### src/rtl/irpd_pkg.sv
// irpd_pkg: shared types, codes and constants for the IR pulse-distance decoder.
// No dependencies; imported by irpd_csr and the decoder top level.
`default_nettype none

package irpd_pkg;

   localparam int NumHashRegs = 3;
   localparam int HashWidth   = 16;
   localparam int HeaderWidth = 5;

   // request action codes
   localparam logic [1:0] ActTick  = 2'd0;
   localparam logic [1:0] ActEdge  = 2'd1;
   localparam logic [1:0] ActAck   = 2'd2;
   localparam logic [1:0] ActClear = 2'd3;

   // register indexes
   localparam logic [2:0] RegHashUp       = 3'd0;
   localparam logic [2:0] RegHashDown     = 3'd1;
   localparam logic [2:0] RegHashOverride = 3'd2;
   localparam logic [2:0] RegLearnMode    = 3'd3;
   localparam logic [2:0] RegHeaderInit   = 3'd4;

   localparam logic [HashWidth-1:0] HashSeed = 16'd5381;
   localparam logic [7:0]           HoldMin  = 8'd10;
   localparam logic [7:0]           HoldMax  = 8'd255;

   typedef struct packed {
      logic [NumHashRegs-1:0][HashWidth-1:0] cmd_hash;
      logic                                  learn_mode;
   } cfg_type;

   typedef struct packed {
      logic                   wr;
      logic [HeaderWidth-1:0] value;
   } hdr_write_type;

   // hash * 17 + byte, modulo 2^16
   function automatic logic [HashWidth-1:0] fold_byte(input logic [HashWidth-1:0] hash,
                                                      input logic [7:0]           data);
      logic [HashWidth-1:0] shifted;
      shifted = {hash[HashWidth-5:0], 4'b0000};
      return shifted + hash + {8'b0, data};
   endfunction

endpackage

`default_nettype wire

### src/rtl/irpd_req_if.sv
// irpd_req_if: request channel (valid/ready, action and key line level).
// No dependencies.
`default_nettype none

interface irpd_req_if;
   logic       valid;
   logic       ready;
   logic [1:0] action;
   logic       key_low;

   modport source (output valid, output action, output key_low, input ready);
   modport sink   (input valid, input action, input key_low, output ready);
endinterface

`default_nettype wire

### src/rtl/irpd_rsp_if.sv
// irpd_rsp_if: response channel (valid/ready and decoder status fields).
// No dependencies.
`default_nettype none

interface irpd_rsp_if;
   logic        valid;
   logic        ready;
   logic        command_ready;
   logic [15:0] signature;
   logic        match_valid;
   logic [1:0]  match_index;
   logic [7:0]  key_hold;
   logic [4:0]  header_width;

   modport source (output valid, output command_ready, output signature,
                   output match_valid, output match_index, output key_hold,
                   output header_width, input ready);
   modport sink   (input valid, input command_ready, input signature,
                   input match_valid, input match_index, input key_hold,
                   input header_width, output ready);
endinterface

`default_nettype wire

### src/rtl/irpd_csr.sv
// irpd_csr: APB-style register file holding command hashes, learn mode and header init.
// Depends on irpd_pkg.
`default_nettype none

module irpd_csr
   import irpd_pkg::*;
(
   input  wire logic          clock,
   input  wire logic          reset,
   input  wire logic          psel,
   input  wire logic          penable,
   input  wire logic          pwrite,
   input  wire logic [4:0]    paddr,
   input  wire logic [31:0]   pwdata,
   output logic      [31:0]   prdata,
   output logic               pready,
   output cfg_type            cfg,
   output hdr_write_type      hdr_wr
);

   cfg_type                cfg_ff, cfg_in;
   logic [HeaderWidth-1:0] header_init_ff, header_init_in;
   logic                   wr_en;
   logic [2:0]             index;

   assign pready = 1'b1;
   assign wr_en  = psel && penable && pwrite;
   assign index  = paddr[4:2];

   always_comb begin
      cfg_in         = cfg_ff;
      header_init_in = header_init_ff;
      hdr_wr.wr      = 1'b0;
      hdr_wr.value   = pwdata[HeaderWidth-1:0];
      if (wr_en) begin
         unique case (index)
            RegHashUp:       cfg_in.cmd_hash[0] = pwdata[HashWidth-1:0];
            RegHashDown:     cfg_in.cmd_hash[1] = pwdata[HashWidth-1:0];
            RegHashOverride: cfg_in.cmd_hash[2] = pwdata[HashWidth-1:0];
            RegLearnMode:    cfg_in.learn_mode  = pwdata[0];
            RegHeaderInit: begin
               header_init_in = pwdata[HeaderWidth-1:0];
               hdr_wr.wr      = 1'b1;
            end
            default: ;
         endcase
      end
   end

   always_comb begin
      unique case (index)
         RegHashUp:       prdata = {16'b0, cfg_ff.cmd_hash[0]};
         RegHashDown:     prdata = {16'b0, cfg_ff.cmd_hash[1]};
         RegHashOverride: prdata = {16'b0, cfg_ff.cmd_hash[2]};
         RegLearnMode:    prdata = {31'b0, cfg_ff.learn_mode};
         RegHeaderInit:   prdata = {27'b0, header_init_ff};
         default:         prdata = 32'b0;
      endcase
   end

   always_ff @(posedge clock) begin
      if (reset) begin
         cfg_ff         <= '0;
         header_init_ff <= '0;
      end else begin
         cfg_ff         <= cfg_in;
         header_init_ff <= header_init_in;
      end
   end

   assign cfg = cfg_ff;

endmodule

`default_nettype wire

### src/rtl/ir_pulse_distance_command_decoder_unit.sv
// ir_pulse_distance_command_decoder_unit: IR remote frame decoder top level.
// Depends on irpd_pkg, irpd_req_if, irpd_rsp_if and irpd_csr.
//
//   port    dir   handshake             carries
//   req     in    valid/ready           action, key_low
//   rsp     out   valid/ready           status, signature, match, key_hold, header
//   csr_*   in    APB (pready tied 1)   hash, learn mode and header init registers
//
// The decoder state and the response register are both updated at the accepting
// edge, so a response appears in the cycle after acceptance.
// req.ready is high whenever the response register is empty or being drained.
// Synchronous reset zeroes decoder state, rsp.valid and configuration, not rsp data.
`default_nettype none

module ir_pulse_distance_command_decoder_unit
   import irpd_pkg::*;
#(
   parameter int NUM_COMMANDS = 3
)(
   input  wire logic        clock,
   input  wire logic        reset,
   irpd_req_if.sink         req,
   irpd_rsp_if.source       rsp,
   input  wire logic        csr_psel,
   input  wire logic        csr_penable,
   input  wire logic        csr_pwrite,
   input  wire logic [4:0]  csr_paddr,
   input  wire logic [31:0] csr_pwdata,
   output logic      [31:0] csr_prdata,
   output logic             csr_pready
);

   localparam int NumActive = (NUM_COMMANDS < NumHashRegs) ? NUM_COMMANDS : NumHashRegs;

   localparam logic [1:0] PhIdle  = 2'd0;
   localparam logic [1:0] PhFirst = 2'd1;
   localparam logic [1:0] PhRecv  = 2'd2;
   localparam logic [1:0] PhDone  = 2'd3;

   cfg_type       cfg;
   hdr_write_type hdr_wr;

   irpd_csr u_csr (
      .clock   (clock),
      .reset   (reset),
      .psel    (csr_psel),
      .penable (csr_penable),
      .pwrite  (csr_pwrite),
      .paddr   (csr_paddr),
      .pwdata  (csr_pwdata),
      .prdata  (csr_prdata),
      .pready  (csr_pready),
      .cfg     (cfg),
      .hdr_wr  (hdr_wr)
   );

   logic [1:0]             phase_ff, phase_in;
   logic [7:0]             interval_ff, interval_in;
   logic [7:0]             prev_ff, prev_in;
   logic [2:0]             bit_idx_ff, bit_idx_in;
   logic [7:0]             pbyte_ff, pbyte_in;
   logic [HashWidth-1:0]   hash_ff, hash_in;
   logic [HeaderWidth-1:0] header_ff, header_in;
   logic [7:0]             hold_ff, hold_in;

   logic                   rsp_valid_ff, rsp_valid_in;
   logic                   cmd_ready_ff, cmd_ready_in;
   logic [HashWidth-1:0]   sig_ff;
   logic                   match_valid_ff, match_valid_in;
   logic [1:0]             match_idx_ff, match_idx_in;
   logic [7:0]             key_hold_ff;
   logic [HeaderWidth-1:0] hdr_width_ff;

   logic                   req_fire;
   logic [7:0]             tick_count;
   logic [4:0]             head;
   logic [7:0]             diff;
   logic                   data_bit;
   logic [7:0]             shifted_byte;
   logic [2:0]             bit_idx_next;

   assign req.ready = !rsp_valid_ff || rsp.ready;
   assign req_fire  = req.valid && req.ready;

   assign tick_count   = interval_ff + 8'd1;
   assign head         = interval_ff[7:3];
   assign diff         = (interval_ff > prev_ff) ? (interval_ff - prev_ff)
                                                 : (prev_ff - interval_ff);
   assign data_bit     = (interval_ff > prev_ff) ? (diff > {1'b0, prev_ff[7:1]})
                                                 : (diff > {1'b0, interval_ff[7:1]});
   assign shifted_byte = {pbyte_ff[6:0], data_bit};
   assign bit_idx_next = bit_idx_ff + 3'd1;

   // decoder state update
   always_comb begin
      phase_in    = phase_ff;
      interval_in = interval_ff;
      prev_in     = prev_ff;
      bit_idx_in  = bit_idx_ff;
      pbyte_in    = pbyte_ff;
      hash_in     = hash_ff;
      header_in   = header_ff;
      hold_in     = hold_ff;
      if (req_fire) begin
         unique case (req.action)
            ActTick: begin
               interval_in = tick_count;
               if (tick_count == 8'd0 && phase_ff != PhDone) begin
                  if (req.key_low) begin
                     if (hold_ff != HoldMax) begin
                        hold_in = hold_ff + 8'd1;
                     end
                     phase_in = PhIdle;
                  end else begin
                     if (phase_ff == PhRecv && header_ff != '0) begin
                        phase_in = PhDone;
                        hash_in  = fold_byte(hash_ff, pbyte_ff);
                     end else begin
                        phase_in = PhIdle;
                     end
                     if (hold_ff < HoldMin) begin
                        hold_in = 8'd0;
                     end
                  end
               end
            end
            ActEdge: begin
               if (phase_ff == PhIdle) begin
                  phase_in    = PhFirst;
                  prev_in     = 8'd0;
                  bit_idx_in  = 3'd0;
                  pbyte_in    = 8'd0;
                  hash_in     = HashSeed;
                  interval_in = 8'd0;
               end else if (phase_ff != PhDone) begin
                  if (phase_ff == PhFirst) begin
                     if (head == header_ff) begin
                        phase_in = PhRecv;
                     end else if (cfg.learn_mode) begin
                        header_in = head;
                        phase_in  = PhRecv;
                     end else begin
                        phase_in = PhIdle;
                     end
                  end
                  bit_idx_in = bit_idx_next;
                  if (bit_idx_next == 3'd0) begin
                     hash_in  = fold_byte(hash_ff, shifted_byte);
                     pbyte_in = 8'd0;
                  end else begin
                     pbyte_in = shifted_byte;
                  end
                  prev_in     = interval_ff;
                  interval_in = 8'd0;
               end
            end
            ActAck: begin
               if (phase_ff == PhDone) begin
                  phase_in = PhIdle;
               end
            end
            ActClear: hold_in = 8'd0;
            default: ;
         endcase
      end
      if (hdr_wr.wr) begin
         header_in = hdr_wr.value;
      end
   end

   // command match on the updated hash
   always_comb begin
      cmd_ready_in   = (phase_in == PhDone);
      match_valid_in = 1'b0;
      match_idx_in   = 2'd0;
      if (cmd_ready_in) begin
         for (int i = 0; i < NumActive; i++) begin
            if (!match_valid_in && hash_in == cfg.cmd_hash[i]) begin
               match_valid_in = 1'b1;
               match_idx_in   = 2'(i);
            end
         end
      end
   end

   assign rsp_valid_in = req_fire || (rsp_valid_ff && !rsp.ready);

   always_ff @(posedge clock) begin
      if (reset) begin
         phase_ff     <= PhIdle;
         interval_ff  <= '0;
         prev_ff      <= '0;
         bit_idx_ff   <= '0;
         pbyte_ff     <= '0;
         hash_ff      <= '0;
         header_ff    <= '0;
         hold_ff      <= '0;
         rsp_valid_ff <= 1'b0;
      end else begin
         phase_ff     <= phase_in;
         interval_ff  <= interval_in;
         prev_ff      <= prev_in;
         bit_idx_ff   <= bit_idx_in;
         pbyte_ff     <= pbyte_in;
         hash_ff      <= hash_in;
         header_ff    <= header_in;
         hold_ff      <= hold_in;
         rsp_valid_ff <= rsp_valid_in;
      end
   end

   always_ff @(posedge clock) begin
      if (req_fire) begin
         cmd_ready_ff   <= cmd_ready_in;
         sig_ff         <= hash_in;
         match_valid_ff <= match_valid_in;
         match_idx_ff   <= match_idx_in;
         key_hold_ff    <= hold_in;
         hdr_width_ff   <= header_in;
      end
   end

   assign rsp.valid         = rsp_valid_ff;
   assign rsp.command_ready = cmd_ready_ff;
   assign rsp.signature     = sig_ff;
   assign rsp.match_valid   = match_valid_ff;
   assign rsp.match_index   = match_idx_ff;
   assign rsp.key_hold      = key_hold_ff;
   assign rsp.header_width  = hdr_width_ff;

   // every accepted transaction leaves a response behind
   a_fire_gives_rsp: assert property (@(posedge clock) disable iff (reset)
      req_fire |=> rsp_valid_ff)
      else $error("accepted transaction produced no response");

   // decoder phase only moves on an accepted transaction
   a_phase_quiet: assert property (@(posedge clock) disable iff (reset)
      !req_fire |=> $stable(phase_ff))
      else $error("phase changed without a transaction");

   // key hold counter saturates on a wrap tick
   a_hold_saturates: assert property (@(posedge clock) disable iff (reset)
      (req_fire && req.action == ActTick && hold_ff == HoldMax) |=> hold_ff == HoldMax)
      else $error("key hold counter left saturation on a tick");

   // a held frame keeps its signature until acknowledged
   a_done_hash_held: assert property (@(posedge clock) disable iff (reset)
      (phase_ff == PhDone && !(req_fire && req.action == ActAck) && !hdr_wr.wr)
      |=> (phase_ff == PhDone && $stable(hash_ff)))
      else $error("received frame changed before acknowledge");

endmodule

`default_nettype wire
### src/flat_wrapper.sv
// flat-port wrapper written by rule: the top's interface ports become plain ports
module ir_pulse_distance_command_decoder_unit_flat import irpd_pkg::*;
#(
   parameter int NUM_COMMANDS = 3
)
  (clock, reset, csr_psel, csr_penable, csr_pwrite, csr_paddr, csr_pwdata, csr_prdata, csr_pready, req_valid, req_action, req_key_low, req_ready, rsp_valid, rsp_command_ready, rsp_signature, rsp_match_valid, rsp_match_index, rsp_key_hold, rsp_header_width, rsp_ready);
  irpd_req_if req_i ();
  irpd_rsp_if rsp_i ();
  input  wire logic clock;
  input  wire logic reset;
  input  wire logic csr_psel;
  input  wire logic csr_penable;
  input  wire logic csr_pwrite;
  input  wire logic [4:0] csr_paddr;
  input  wire logic [31:0] csr_pwdata;
  output logic      [31:0] csr_prdata;
  output logic csr_pready;
  input wire logic [$bits(req_i.valid)-1:0] req_valid;
  input wire logic [$bits(req_i.action)-1:0] req_action;
  input wire logic [$bits(req_i.key_low)-1:0] req_key_low;
  output wire logic [$bits(req_i.ready)-1:0] req_ready;
  output wire logic [$bits(rsp_i.valid)-1:0] rsp_valid;
  output wire logic [$bits(rsp_i.command_ready)-1:0] rsp_command_ready;
  output wire logic [$bits(rsp_i.signature)-1:0] rsp_signature;
  output wire logic [$bits(rsp_i.match_valid)-1:0] rsp_match_valid;
  output wire logic [$bits(rsp_i.match_index)-1:0] rsp_match_index;
  output wire logic [$bits(rsp_i.key_hold)-1:0] rsp_key_hold;
  output wire logic [$bits(rsp_i.header_width)-1:0] rsp_header_width;
  input wire logic [$bits(rsp_i.ready)-1:0] rsp_ready;
  assign req_i.valid = req_valid;
  assign req_i.action = req_action;
  assign req_i.key_low = req_key_low;
  assign req_ready = req_i.ready;
  assign rsp_valid = rsp_i.valid;
  assign rsp_command_ready = rsp_i.command_ready;
  assign rsp_signature = rsp_i.signature;
  assign rsp_match_valid = rsp_i.match_valid;
  assign rsp_match_index = rsp_i.match_index;
  assign rsp_key_hold = rsp_i.key_hold;
  assign rsp_header_width = rsp_i.header_width;
  assign rsp_i.ready = rsp_ready;
  ir_pulse_distance_command_decoder_unit #(.NUM_COMMANDS(NUM_COMMANDS)) u_core (.clock(clock), .reset(reset), .req(req_i), .rsp(rsp_i), .csr_psel(csr_psel), .csr_penable(csr_penable), .csr_pwrite(csr_pwrite), .csr_paddr(csr_paddr), .csr_pwdata(csr_pwdata), .csr_prdata(csr_prdata), .csr_pready(csr_pready));
endmodule
### config.mk
export PLATFORM = sky130hd
export DESIGN_NAME = ir_pulse_distance_command_decoder_unit_flat
export DESIGN_NICKNAME = d
export VERILOG_FILES = /design/src/rtl/irpd_pkg.sv /design/src/rtl/irpd_req_if.sv /design/src/rtl/irpd_rsp_if.sv /design/src/rtl/irpd_csr.sv /design/src/rtl/ir_pulse_distance_command_decoder_unit.sv /design/src/flat_wrapper.sv
export SDC_FILE = /design/constraint.sdc
export NUM_CORES = 1
export LEC_CHECK = 0
export CORE_MARGIN = 1
export CORE_UTILIZATION = 55
export DETAILED_ROUTE_END_ITERATION = 6
export DONT_BUFFER_PORTS = 1
export GPL_TIMING_DRIVEN = 0
export MAX_ROUTING_LAYER = met4
export PLACE_DENSITY = 0.77
export SYNTH_ARGS = -nofsm -noshare
export SYNTH_HDL_FRONTEND = slang
export SYNTH_SLANG_ARGS = --single-unit
export TNS_END_PERCENT = 30
### constraint.sdc
create_clock -name clock -period 7.09 [get_ports clock]
set_input_delay 0.709 -clock clock [delete_from_list [all_inputs] [get_ports clock]]
set_output_delay 0.709 -clock clock [all_outputs]
set_load 0.1 [all_outputs]
==> key figures <==
Run status
  – Status: finished, violations left
  – Failing checks: negative setup slack

Worst setup path
  – Reg2reg setup slack: -0.26 ns
  – Worst r2r dst: u_core.rsp.match_index[1]$_SDFFCE_PN0P_
  – Worst r2r src: u_core.interval_ff[0]$_SDFFE_PP0P_
  – Crit path top cell by count: o21a_1
  – CP startpoint kind: flip-flop
  – Critical path class: flip-flop to flip-flop
  – Reg2Reg Depth: 33
  – WP data arrival: 7.53 ns
  – Critical Path End Type: flip-flop
  – CP max stage delay: 0.58 ns
  – Data required time of the worst path: 7.27 ns
  – Critical path fanouts, max: 4
  – Slowest stage cell, crit path: or4_1

Timing
  – Pin slew with the least headroom to its limit: 1.301 ns
  – Unrepaired setup endpoints after global routing: true
  – Min Clock Period, post-route: 7.355 ns
  – Final setup vio count: 3
  – Final Worst Setup Slack: -0.2649 ns
  – Final Skew: 0.006072 ns
  – Fin. max-slew vios: 0
  – Max Clk Rate: 136.0 MHz
  – Hold Vio Cnt, Final: 0
  – Max_slew headroom: 12.48%
  – Final period util: 103.7%

Drt
  – Via density: 6.464
  – Met2 wire length: 14.53 mm
  – Routed via count: 10450
  – Drc violations: 0
  – Detail Route Antenna Nets: 0
  – DR pass1 iterations: 6
  – Highest routed metal layer: met4
  – Wire length per cell: 20.59 microns
  – Wire length on met1: 14.13 mm
  – Met3 WL: 3.310 mm
  – Drt total wl: 33.28 mm
  – Iter 0 DRT Violations: 1087

Synth
  – Mapped Cells: 1316
  – Post-synth top cells: 179 x nand2_1, 159 x a21oi_1, 113 x dfxtp_1
  – Top_reg_cell synth: dfxtp_1
  – Synthesized flop and latch total: 146
  – Largest area contributor in the netlist: dfxtp_1
  – Seq/Total Area, Yosys: 30.93%
  – Synth top area cells: dfxtp_1 22%, edfxtp_1 9.4%, ha_1 8.3%, a21oi_1 7.6%, nand2_1 6.4%
  – Synth cell types: 87
  – Most frequent cell after synthesis: nand2_1
  – Mapped Area: 10520 sq um
  – Post-synth EDFFs: 33
  – Mean Syn Cell Area: 7.991 sq um
  – Syn. warnings: 0
  – Asr flop ratio synth: 0%
  – Synth top area share: 21.51%

Die
  – Io pins: 115
  – Initial Util: 56.22%
  – # rows: 50
  – Total core area: 18710 sq um
  – Die W: 140.3 microns
  – Die outline height: 140.3 microns
  – Die area: 19680 sq um

Hold path
  – HP Start: csr_pwdata[13]
  – Hold EP: u_core.u_csr.cfg[46]$_SDFFE_PP0P_
  – Hold path cells: 2
  – Worst min path class: input port to flip-flop

Clock tree
  – Worst-Skew Late Latency: 0.44 ns
  – CTS tree: built
  – Num Clock Sinks: 146
  – Clk buf depth: 2
  – CTS buffer count: 17
  – Htree depth: 4
  – Root Driver: clkbuf_16
  – Worst-path clk slew: 0.07 ns

GRT
  – Vias in the first global route: 9577
  – Initial antenna violation count: 0
  – Largest net degree at the start of global routing: 37
  – GRT overflow: 0
  – First-pass GRT wire length: 51.25 mm
  – All-Layer GR Usage: 34.53%

Pwr
  – Pint: 1492 uW
  – Clock power frac: 42.2%
  – Pleak: 0.004641 uW
  – Switching power: 698.6 uW
  – Power Total: 2190 uW
  – Comb pwr share: 14.0%
  – VDD IR max: 0.0001781 V
  – Flop pwr share: 43.8%
  – Pwr/cell area: 184.3 nW/um^2
  – Switch share: 31.89%

Cells and area
  – Area Growth Syn to Fin: 13.03%
  – Final instance area: 11890 sq um
  – Nets: 1491
  – Antenna Cells: 0
  – Layout cell share with drive strength beyond 1: 11.14%

Placement
  – Worst slack, placed: -1.409 ns
  – Placed Instance Area: 10910 sq um
  – Port bufs: 0
  – DP HPWL: 24.10 mm
  – Placer congestion estimate: 0.9930

Job
  – Number of max-cap violations: 0
[registers in the layout, indices dropped and copies added (netlist names), 3 cells and up]
signal and count:
u_core.prev_ff 8, u_core.pbyte_ff 8, u_core.interval_ff 8, u_core.hold_ff 8
u_core.bit_idx_ff 3, u_core.rsp.signature 16, u_core.u_csr.header_init_ff 5, u_core.header_ff 5
u_core.rsp.key_hold 8, u_core.u_csr.cfg 49, u_core.hash_ff 16, u_core.rsp.header_width 5
[routing by layer]
layer  GRT usage, %  vias up
met5              -        -
li1               -     4878
met4          14.46        0
met2          51.71      564
met1          45.15     4896
met3          7.282      108
[area by class of cell]
cell class / instances / area [sq um]
multi-input combinational: 1066 / 7044
fill: 1599 / 6819
sequential: 146 / 3259
clock buffer: 19 / 464.2
buffer: 70 / 350.3
tap: 234 / 292.8
inverter: 48 / 182.7
timing repair buffer: 20 / 157.7
clock inverter: 13 / 135.1
[worst max-delay path: cells and delay by family, from the launching register on]
family          cells  cell delay [ns]
xor+xnor            2             0.31
flops               1             0.36
compound gates     16             2.82
buf+inv             4             0.40
simple gates        4             1.07
fa+ha+maj           5             1.36
mux                 2             0.78
[power by group through the flow]
stage	Combinational, uW	Sequential [uW]	Clock (uW)
finish	306	960	925
global route	324	961	964
CTS	286	959	926
detailed placement	271	977	0
global placement	266	978	0
floorplan	209	972	0
[cell usage in the layout, fill, tap and decap left out, types with 12 or more instances in the layout]
cell type | netlist | routed
nor2_1 | 99 | 88
nor2b_1 | 30 | 30
a21o_1 | 18 | 18
and3_1 | 20 | 20
clkbuf_1 | 42 | 41
edfxtp_1 | 33 | 33
o21ai_0 | 66 | 58
a21oi_1 | 159 | 158
clkbuf_16 | 0 | 18
nor3_1 | 28 | 28
a211oi_1 | 15 | 12
ha_1 | 70 | 66
mux2i_1 | 24 | 23
inv_1 | 47 | 44
nand4_1 | 19 | 19
o21a_1 | 17 | 17
buf_4 | 18 | 36
xor2_1 | 29 | 29
o31ai_1 | 14 | 13
conb_1 | 2 | 17
nand3_1 | 32 | 32
dfxtp_1 | 113 | 110
nand2_1 | 179 | 178
xnor2_1 | 36 | 34
o211ai_1 | 12 | 12
[how the worst max path moves through the flow]
stage,start,endpoint,slack (ns)
2_1_floorplan,u_core.interval_ff[0]$_SDFFE_PP0P_,u_core.rsp.match_index[1]$_SDFFCE_PN0P_,0.01
3_3_place_gp,u_core.interval_ff[0]$_SDFFE_PP0P_,u_core.rsp.match_index[1]$_SDFFCE_PN0P_,-1.38
3_5_place_dp,u_core.interval_ff[0]$_SDFFE_PP0P_,u_core.rsp.match_index[1]$_SDFFCE_PN0P_,-1.41
4_1_cts,u_core.interval_ff[0]$_SDFFE_PP0P_,u_core.rsp.match_index[1]$_SDFFCE_PN0P_,-0.11
5_1_grt,u_core.interval_ff[0]$_SDFFE_PP0P_,u_core.rsp.match_index[1]$_SDFFCE_PN0P_,-0.55
6_report,u_core.interval_ff[0]$_SDFFE_PP0P_,u_core.rsp.match_index[1]$_SDFFCE_PN0P_,-0.26
[per-stage QoR]
| step | std cells | setup TNS, ns | hold slack [ns] | util, % |
|---|---|---|---|---|
| 3_5_place_dp | 1565 | -3.663 | 0.4535 | 58.34 |
| 6_report | 1616 | -0.7693 | 0.3912 | 63.55 |
| 5_1_grt | 1616 | -1.549 | 0.3901 | 63.55 |
| 2_1_floorplan | 1331 | 0 | 0.4356 | - |
| 3_3_place_gp | 1565 | -3.498 | 0.4424 | 58.09 |
| 4_1_cts | 1608 | -0.2549 | 0.3861 | 62.70 |
[kinds of logic after synthesis]
family                     count (synthesis)  synth area share (%)
muxes                                     28                 2.927
AOI/OAI and AO/OA                        398                 24.06
DFF                                      146                 30.93
xor gates and xnor gates                  65                 5.413
adders and majority gates                 75                 9.280
buffers and inverters                    119                 5.080
other                                      2               0.07141
and+or+nand+nor                          483                 22.24
[timing repair]
action                     in CTS  in global routing
buffers inserted               12                  8
gates resized for setup        31                 16
pin swaps                      24                 22
setup endpoints to repair       3                  3
hold buffers                    0                  0
No activity file was read; power rests on OpenSTA's default activity.
